===== src/rtl/core/jsu_pkg.sv =====
// Shared types and constants for the JSON string unescape unit.
// Used by jsu_decode and json_string_unescape_utf8_unit; no dependencies.
`default_nettype none

package jsu_pkg;

  typedef enum logic [1:0] {
    KIND_DATA   = 2'd0,
    KIND_CLOSED = 2'd1,
    KIND_ERROR  = 2'd2
  } kind_e;

  typedef enum logic [2:0] {
    ERR_NONE          = 3'd0,
    ERR_UNTERM_ESCAPE = 3'd1,
    ERR_TRUNC_UNICODE = 3'd2,
    ERR_BAD_UNICODE   = 3'd3,
    ERR_BAD_ESCAPE    = 3'd4,
    ERR_UNTERM_STRING = 3'd5
  } err_e;

  // UTF-8 encoding limits and marks
  localparam logic [15:0] CP_ONE_BYTE_LIMIT = 16'h0080;
  localparam logic [15:0] CP_TWO_BYTE_LIMIT = 16'h0800;
  localparam logic [7:0]  UTF8_LEAD2        = 8'hC0;
  localparam logic [7:0]  UTF8_LEAD3        = 8'hE0;
  localparam logic [7:0]  UTF8_CONT         = 8'h80;
  localparam logic [5:0]  UTF8_CONT_MASK    = 6'h3F;

  localparam int unsigned MAX_BURST = 3;

  typedef struct packed {
    logic [7:0] out_byte;
    kind_e      kind;
    err_e       error_code;
    logic       last;
  } result_t;

  // Results caused by one input word, item[0] first
  typedef struct packed {
    logic [1:0]              count;
    result_t [MAX_BURST-1:0] item;
  } burst_t;

endpackage

`default_nettype wire


===== src/rtl/core/json_string_unescape_utf8_unit.sv =====
// JSON string body unescaper with UTF-8 encoding of \uXXXX escapes.
// The input channel takes one text byte (or an end-of-text mark) per word;
// the output channel gives decoded bytes, a string-closed mark or an error.
// Each word may cause zero to three results; last flags the final one.
// Each result is registered into the result queue and shown from its front.
// One input word is taken per cycle while each word yields at most one
// result and the output is not stalled; a \u escape that encodes to two or
// three bytes stalls the input while the single output port drains a
// four-entry result queue one entry per cycle while not stalled.
// in_stall_o is high while more than one result waits in the queue, so a
// new word is taken while one finished result still waits to be taken.
// out_stall_i holds the front result stable; input stalls once it backs up.
// After a close or an error the unit ignores bytes until a quote opens
// the next string.
// Reset clears the scan state to normal character mode and empties the queue.
// Depends on jsu_pkg and jsu_decode.
`default_nettype none

module json_string_unescape_utf8_unit (
  input  wire logic       clk_i,
  input  wire logic       rst_ni,
  input  wire logic       in_valid_i,
  output logic            in_stall_o,
  input  wire logic [7:0] in_byte_i,
  input  wire logic       text_end_i,
  output logic            out_valid_o,
  input  wire logic       out_stall_i,
  output logic [7:0]      out_byte_o,
  output logic [1:0]      kind_o,
  output logic [2:0]      error_code_o,
  output logic            last_o
);

  localparam int unsigned QDepth = 4;

  logic [2:0]          count_q, count_d;
  jsu_pkg::result_t    slot_q [QDepth];
  jsu_pkg::result_t    slot_d [QDepth];
  jsu_pkg::burst_t     burst;
  logic                take, pop;
  logic [2:0]          base;

  assign in_stall_o  = count_q > 3'd1;
  assign out_valid_o = count_q != 3'd0;
  assign take        = in_valid_i & ~in_stall_o;
  assign pop         = out_valid_o & ~out_stall_i;

  jsu_decode u_decode (
    .clk_i      (clk_i),
    .rst_ni     (rst_ni),
    .take_i     (take),
    .in_byte_i  (in_byte_i),
    .text_end_i (text_end_i),
    .burst_o    (burst)
  );

  assign base = count_q - {2'b00, pop};

  always_comb begin
    slot_d = slot_q;
    // advance the queue on a pop
    if (pop) begin
      for (int i = 0; i < QDepth - 1; i++) begin
        slot_d[i] = slot_q[i+1];
      end
    end
    // append the new burst behind what remains
    if (take) begin
      for (int k = 0; k < jsu_pkg::MAX_BURST; k++) begin
        if (2'(k) < burst.count) begin
          slot_d[base[1:0] + 2'(k)] = burst.item[k];
        end
      end
    end
    count_d = base + (take ? {1'b0, burst.count} : 3'd0);
  end

  always_ff @(posedge clk_i or negedge rst_ni) begin
    if (!rst_ni) begin
      count_q <= 3'd0;
    end else begin
      count_q <= count_d;
    end
  end

  always_ff @(posedge clk_i) begin
    slot_q <= slot_d;
  end

  assign out_byte_o   = slot_q[0].out_byte;
  assign kind_o       = slot_q[0].kind;
  assign error_code_o = slot_q[0].error_code;
  assign last_o       = slot_q[0].last;

endmodule

`default_nettype wire


===== src/rtl/core/jsu_decode.sv =====
// Scan state and per-byte decode for the JSON string unescape unit.
// Depends on jsu_pkg; produces up to three results for each accepted word.
`default_nettype none

module jsu_decode (
  input  wire logic            clk_i,
  input  wire logic            rst_ni,
  input  wire logic            take_i,
  input  wire logic [7:0]      in_byte_i,
  input  wire logic            text_end_i,
  output jsu_pkg::burst_t      burst_o
);

  typedef enum logic [1:0] {
    MODE_NORMAL = 2'd0,
    MODE_ESCAPE = 2'd1,
    MODE_HEX    = 2'd2,
    MODE_IDLE   = 2'd3
  } mode_e;

  localparam logic [7:0] CH_QUOTE     = 8'h22;
  localparam logic [7:0] CH_BACKSLASH = 8'h5C;
  localparam logic [7:0] CH_SLASH     = 8'h2F;
  localparam logic [7:0] CH_B         = 8'h62;
  localparam logic [7:0] CH_F         = 8'h66;
  localparam logic [7:0] CH_N         = 8'h6E;
  localparam logic [7:0] CH_R         = 8'h72;
  localparam logic [7:0] CH_T         = 8'h74;
  localparam logic [7:0] CH_U         = 8'h75;
  localparam logic [7:0] CH_BS        = 8'h08;
  localparam logic [7:0] CH_FF        = 8'h0C;
  localparam logic [7:0] CH_LF        = 8'h0A;
  localparam logic [7:0] CH_CR        = 8'h0D;
  localparam logic [7:0] CH_TAB       = 8'h09;

  mode_e       mode_q, mode_d;
  logic [1:0]  seen_q, seen_d;
  logic [15:0] cp_q, cp_d;
  logic        bad_q, bad_d;

  logic        digit_ok;
  logic [3:0]  digit;
  logic [15:0] cp_shift;
  jsu_pkg::burst_t burst;

  // hex digit of either case
  always_comb begin
    digit_ok = 1'b1;
    digit    = 4'h0;
    if (in_byte_i >= 8'h30 && in_byte_i <= 8'h39) begin
      digit = 4'(in_byte_i - 8'h30);
    end else if (in_byte_i >= 8'h61 && in_byte_i <= 8'h66) begin
      digit = 4'(in_byte_i - 8'h57);
    end else if (in_byte_i >= 8'h41 && in_byte_i <= 8'h46) begin
      digit = 4'(in_byte_i - 8'h37);
    end else begin
      digit_ok = 1'b0;
    end
  end

  assign cp_shift = {cp_q[11:0], digit};

  always_comb begin
    mode_d = mode_q;
    seen_d = seen_q;
    cp_d   = cp_q;
    bad_d  = bad_q;
    burst  = '0;
    for (int k = 0; k < jsu_pkg::MAX_BURST; k++) begin
      burst.item[k].kind       = jsu_pkg::KIND_DATA;
      burst.item[k].error_code = jsu_pkg::ERR_NONE;
    end

    unique case (mode_q)
      MODE_NORMAL: begin
        if (text_end_i) begin
          mode_d = MODE_IDLE;
          burst.count = 2'd1;
          burst.item[0].kind       = jsu_pkg::KIND_ERROR;
          burst.item[0].error_code = jsu_pkg::ERR_UNTERM_STRING;
        end else if (in_byte_i == CH_QUOTE) begin
          mode_d = MODE_IDLE;
          burst.count = 2'd1;
          burst.item[0].kind = jsu_pkg::KIND_CLOSED;
        end else if (in_byte_i == CH_BACKSLASH) begin
          mode_d = MODE_ESCAPE;
        end else begin
          burst.count = 2'd1;
          burst.item[0].out_byte = in_byte_i;
        end
      end

      MODE_ESCAPE: begin
        if (text_end_i) begin
          mode_d = MODE_IDLE;
          burst.count = 2'd1;
          burst.item[0].kind       = jsu_pkg::KIND_ERROR;
          burst.item[0].error_code = jsu_pkg::ERR_UNTERM_ESCAPE;
        end else begin
          mode_d = MODE_NORMAL;
          burst.count = 2'd1;
          unique case (in_byte_i)
            CH_QUOTE:     burst.item[0].out_byte = CH_QUOTE;
            CH_BACKSLASH: burst.item[0].out_byte = CH_BACKSLASH;
            CH_SLASH:     burst.item[0].out_byte = CH_SLASH;
            CH_B:         burst.item[0].out_byte = CH_BS;
            CH_F:         burst.item[0].out_byte = CH_FF;
            CH_N:         burst.item[0].out_byte = CH_LF;
            CH_R:         burst.item[0].out_byte = CH_CR;
            CH_T:         burst.item[0].out_byte = CH_TAB;
            CH_U: begin
              mode_d      = MODE_HEX;
              seen_d      = 2'd0;
              cp_d        = '0;
              bad_d       = 1'b0;
              burst.count = 2'd0;
            end
            default: begin
              mode_d = MODE_IDLE;
              burst.item[0].kind       = jsu_pkg::KIND_ERROR;
              burst.item[0].error_code = jsu_pkg::ERR_BAD_ESCAPE;
            end
          endcase
        end
      end

      MODE_HEX: begin
        if (text_end_i) begin
          // truncation wins over a pending bad digit
          mode_d = MODE_IDLE;
          burst.count = 2'd1;
          burst.item[0].kind       = jsu_pkg::KIND_ERROR;
          burst.item[0].error_code = jsu_pkg::ERR_TRUNC_UNICODE;
        end else begin
          cp_d  = cp_shift;
          bad_d = bad_q | ~digit_ok;
          if (seen_q != 2'd3) begin
            seen_d = seen_q + 2'd1;
          end else begin
            seen_d = 2'd0;
            if (bad_q || !digit_ok) begin
              bad_d  = 1'b0;
              mode_d = MODE_IDLE;
              burst.count = 2'd1;
              burst.item[0].kind       = jsu_pkg::KIND_ERROR;
              burst.item[0].error_code = jsu_pkg::ERR_BAD_UNICODE;
            end else begin
              mode_d = MODE_NORMAL;
              if (cp_shift < jsu_pkg::CP_ONE_BYTE_LIMIT) begin
                burst.count = 2'd1;
                burst.item[0].out_byte = cp_shift[7:0];
              end else if (cp_shift < jsu_pkg::CP_TWO_BYTE_LIMIT) begin
                burst.count = 2'd2;
                burst.item[0].out_byte = jsu_pkg::UTF8_LEAD2 | {3'b000, cp_shift[10:6]};
                burst.item[1].out_byte = jsu_pkg::UTF8_CONT
                                         | {2'b00, cp_shift[5:0] & jsu_pkg::UTF8_CONT_MASK};
              end else begin
                burst.count = 2'd3;
                burst.item[0].out_byte = jsu_pkg::UTF8_LEAD3 | {4'h0, cp_shift[15:12]};
                burst.item[1].out_byte = jsu_pkg::UTF8_CONT
                                         | {2'b00, cp_shift[11:6] & jsu_pkg::UTF8_CONT_MASK};
                burst.item[2].out_byte = jsu_pkg::UTF8_CONT
                                         | {2'b00, cp_shift[5:0] & jsu_pkg::UTF8_CONT_MASK};
              end
            end
          end
        end
      end

      MODE_IDLE: begin
        // wait for the opening quote of the next string
        if (!text_end_i && in_byte_i == CH_QUOTE) begin
          mode_d = MODE_NORMAL;
          seen_d = 2'd0;
          cp_d   = '0;
          bad_d  = 1'b0;
        end
      end

      default: mode_d = MODE_IDLE;
    endcase

    // mark the final result of this word
    unique case (burst.count)
      2'd1:    burst.item[0].last = 1'b1;
      2'd2:    burst.item[1].last = 1'b1;
      2'd3:    burst.item[2].last = 1'b1;
      default: ;
    endcase
  end

  assign burst_o = burst;

  always_ff @(posedge clk_i or negedge rst_ni) begin
    if (!rst_ni) begin
      mode_q <= MODE_NORMAL;
      seen_q <= 2'd0;
      cp_q   <= '0;
      bad_q  <= 1'b0;
    end else if (take_i) begin
      mode_q <= mode_d;
      seen_q <= seen_d;
      cp_q   <= cp_d;
      bad_q  <= bad_d;
    end
  end

endmodule

`default_nettype wire


===== config.mk =====
export PLATFORM = sky130hd
export DESIGN_NAME = json_string_unescape_utf8_unit
export DESIGN_NICKNAME = d
export VERILOG_FILES = /design/src/rtl/core/jsu_pkg.sv /design/src/rtl/core/json_string_unescape_utf8_unit.sv /design/src/rtl/core/jsu_decode.sv
export SDC_FILE = /design/constraint.sdc
export NUM_CORES = 1
export LEC_CHECK = 0
export ABC_AREA = 1
export ABC_CLOCK_PERIOD_IN_PS = 3500
export BUFFER_PORTS_ARGS = -buffer_cell sky130_fd_sc_hd__buf_2
export CORE_MARGIN = 3
export CORE_UTILIZATION = 55
export DETAILED_ROUTE_END_ITERATION = 10
export PLACE_DENSITY_LB_ADDON = 0.25
export SYNTH_ARGS = -nofsm -noshare
export SYNTH_HDL_FRONTEND = slang
export SYNTH_SLANG_ARGS = --single-unit

===== constraint.sdc =====
create_clock -name clk_i -period 3.5 [get_ports clk_i]
set_input_delay 0.525 -clock clk_i [delete_from_list [all_inputs] [get_ports clk_i]]
set_output_delay 0.525 -clock clk_i [all_outputs]
set_load 0.03 [all_outputs]

==> summary.md <==
| Metric | Value |
|---|---|
| CP required | 3640 ps |
| Synth async-reset ratio | 26.3% |
| Area of the core | 10600 µm² |
| Fin cells | 1077 |
| Vias in the first global route | 5475 |
| Endpoints failing setup | 0 |
| Critical Path Sink Type | register |
| First-pass GRT wire length | 26.8 mm |
| Clk root buf | clkbuf_8 |
| Die Height | 112 µm |
| Lkg Pwr | 3.31 nW |
| Synth top area share | 18.9% |
| Nets | 963 |
| Drt pass-1 iters | 5 |
| Post-CTS Setup Inserts | 0 |
| Post-synth EDFFs | 14 |
| Main synth FF type | dfxtp_1 |
| Synth area leaders | nand2_1, dfxtp_1, dfrtp_1 |
| Power, Total | 5.54 mW |
| Routed via count | 5846 |
| Post-Place Cells | 1061 |
| Final setup TNS | 0 ps |
| Power per cell area | 858 nW/µm² |
| Status | finished, final reports clean |
| CTS tree | built |
| Vias per cell | 5.43 |
| Unrepaired setup endpoints after global routing | false |
| CTS Buf Count | 9 |
| Routed length per instance | 14.9 µm |
| Die W | 112 µm |
| FMAX | 327 MHz |
| Post-detail-place hpwl | 12.0 mm |
| Initial detailed-routing violation count | 496 |
| Most area-hungry cell type in the Yosys netlist | nand2_1 |
| CP arrival | 3200 ps |
| Final Hold Vio Count | 0 |
| CTS H-Tree Depth | 3 |
| Starting Density | 57.8% |
| Rows | 37 |
| Top Ports | 29 |
| Grt total ovfl | 0 |
| Antenna diode count | 0 |
| IO Port Bufs | 28 |
| Final Skew | 16.2 ps |
| Min-Delay Path Class | input pin to asynchronous set/reset pin |
| GP Congestion | 0.954 |
| Max Cap Viol | 0 |
| Worst IR Drop VDD | 522 µV |
| YS warnings | 0 |
| Cell count after synthesis | 929 |
| Post-synthesis net count | 956 |
| Area delta synth->final | 5.37% |
| Synthesized area | 6130 µm² |
| Post-synthesis sequential area ratio | 28.7% |
| Synth unique cells | 52 |
| Ratio of cells with drive above 1 in the final layout | 16.0% |
| Mean Syn Cell Area | 6.60 µm² |
| Clock Tree Buf Depth | 2 |
| Final core occ | 60.9% |
| CTS clk-pin slew, worst paths | 90 ps |
| Largest net degree at the start of global routing | 55 |
| Final period utilization | 87.3% |
| Rel. slew slack | 49.4% |
| DR DRC count | 0 |
| Post-layout min period | 3050 ps |
| Worst-path fanout max | 18 |
| Initial antenna violation count | 0 |
| Sink Count | 76 |
| Worst-margin pin slew | 753 ps |
| Die ar. | 12400 µm² |
| Total GRT Usage | 26.5% |
| Setup crit start kind | register |
| Post-cts sizing count | 0 |
| Kind of critical path | register to register |
| Drt total wl | 16.1 mm |
| Worst-Skew Late Latency | 390 ps |
| # hold bufs at CTS | 0 |
| Synth Register Bits | 76 |
| Antenna Nets Post-Route | 0 |
| Slew Viols, Final | 0 |
==> worst max-delay path, stage by stage, from the launching register on <==
cell and delay [ps]:
dfrtp_1 400, nor2_1 280, a21oi_4 100, ha_1 200
ha_1 360, nor2_1 380, inv_1 210, nor2_8 240
inv_4 120, nand2_8 150, inv_2 110, nand2_1 70
nand3_1 80, nand2_1 70, nand2_1 40
==> layer usage <==
layer	routed length (µm)	vias to the layer above	track usage (%)
li1	-	2984	-
met1	7230	2641	36.3
met2	7380	194	42.0
met3	1170	27	5.87
met4	294	0	7.79
met5	0	-	0
==> cell families (layout without fill, tap and decap cells) <==
kind of cell	Yosys count	count (layout)	share of synthesized area [%]
compound gates	143	143	14.1
buf+inv	164	176	11.6
mux	3	3	0.490
simple gates	527	527	41.7
flops	76	76	28.7
fa+ha+maj	14	14	2.98
xor+xnor	2	2	0.286
==> worst paths after layout <==
path	to	start	cells after the start	slack (ps)
max in group asynchronous	u_decode.cp_q[6]	rst_ni	1	3070
min in group clk_i	count_q[2]	count_q[2]	1	490
hold / removal	u_decode.seen_q[1]	rst_ni	1	100
hold reg to reg	count_q[2]	count_q[2]	1	490
setup / recovery	slot_q[10]	count_q[2]	14	450
setup reg to reg	slot_q[10]	count_q[2]	14	450
==> synthesized netlist by cell type (2+ instances only) <==
library cell / instances
nand2_1: 309
inv_1: 109
nand3_1: 77
o21ai_0: 75
nor2_1: 54
dfxtp_1: 42
or2_2: 27
dfrtp_1: 20
clkbuf_1: 16
o21ai_1: 16
a21oi_1: 14
edfxtp_1: 14
buf_4: 13
ha_1: 13
inv_2: 12
nand2_2: 12
nand2_4: 12
o22ai_1: 10
nor3_1: 8
o211ai_1: 8
o211ai_2: 7
buf_2: 5
nand2_8: 5
nand3_4: 5
buf_6: 4
nand4_1: 4
mux2i_1: 3
nand3_2: 3
nor2_4: 3
nor2_8: 3
a21oi_4: 2
clkinv_1: 2
inv_4: 2
o31ai_1: 2
==> report_power, final <==
group / total [mW] / switching [mW] / internal [mW]
registers: 1.49 / 0.176 / 1.31
clock network: 0.679 / 0.403 / 0.276
logic: 3.37 / 2.26 / 1.12
total: 5.54 / 2.84 / 2.71
==> registers in the layout, summed over array words and instances (netlist names), 2 cells and up <==
signal,cells
slot_q,42
u_decode.cp_q,12
out_byte_o,8
count_q,3
error_code_o,3
kind_o,2
u_decode.mode_q,2
u_decode.seen_q,2
==> cells in the final DEF, fill, tap and decap left out, drive strengths merged <==
cell	instances
fa	1
dfrtp	20
a21boi	2
ha	13
buf	34
nand3	85
o21ai	91
nand3b	1
nand4	6
nor2	61
xnor2	1
nor3	8
a211oi	1
a22o	1
clkinv	5
o211ai	15
nand2	338
edfxtp	14
a22oi	1
mux2i	3
clkbuf	9
xor2	1
o21a	1
a21oi	17
dfxtp	42
or2	27
o32ai	1
and3	1
inv	127
o31ai	2
o2111ai	1
o22ai	10
clkinvlp	1
==> metrics by stage <==
step | area, µm² | worst slack [ps] | hold WS [ps]
2_1_floorplan | 6130 | 596 | 229
3_3_place_gp | 6260 | 483 | 463
3_5_place_dp | 6260 | 409 | 478
4_1_cts | 6460 | 438 | 101
5_1_grt | 6460 | 242 | 118
6_report | 6460 | 446 | 98.2
==> final cells by class <==
type,instances,area [µm²]
Clock buffer,9,124
Timing Repair Buffer,34,185
Sequential cell,76,1760
Inverter,126,485
Multi-Input combinational cell,689,3660
Clock inverter,7,70.1
Fill cell,1043,4140
Tap cell,136,170
Note: power is estimated with default switching activity, not from simulation.
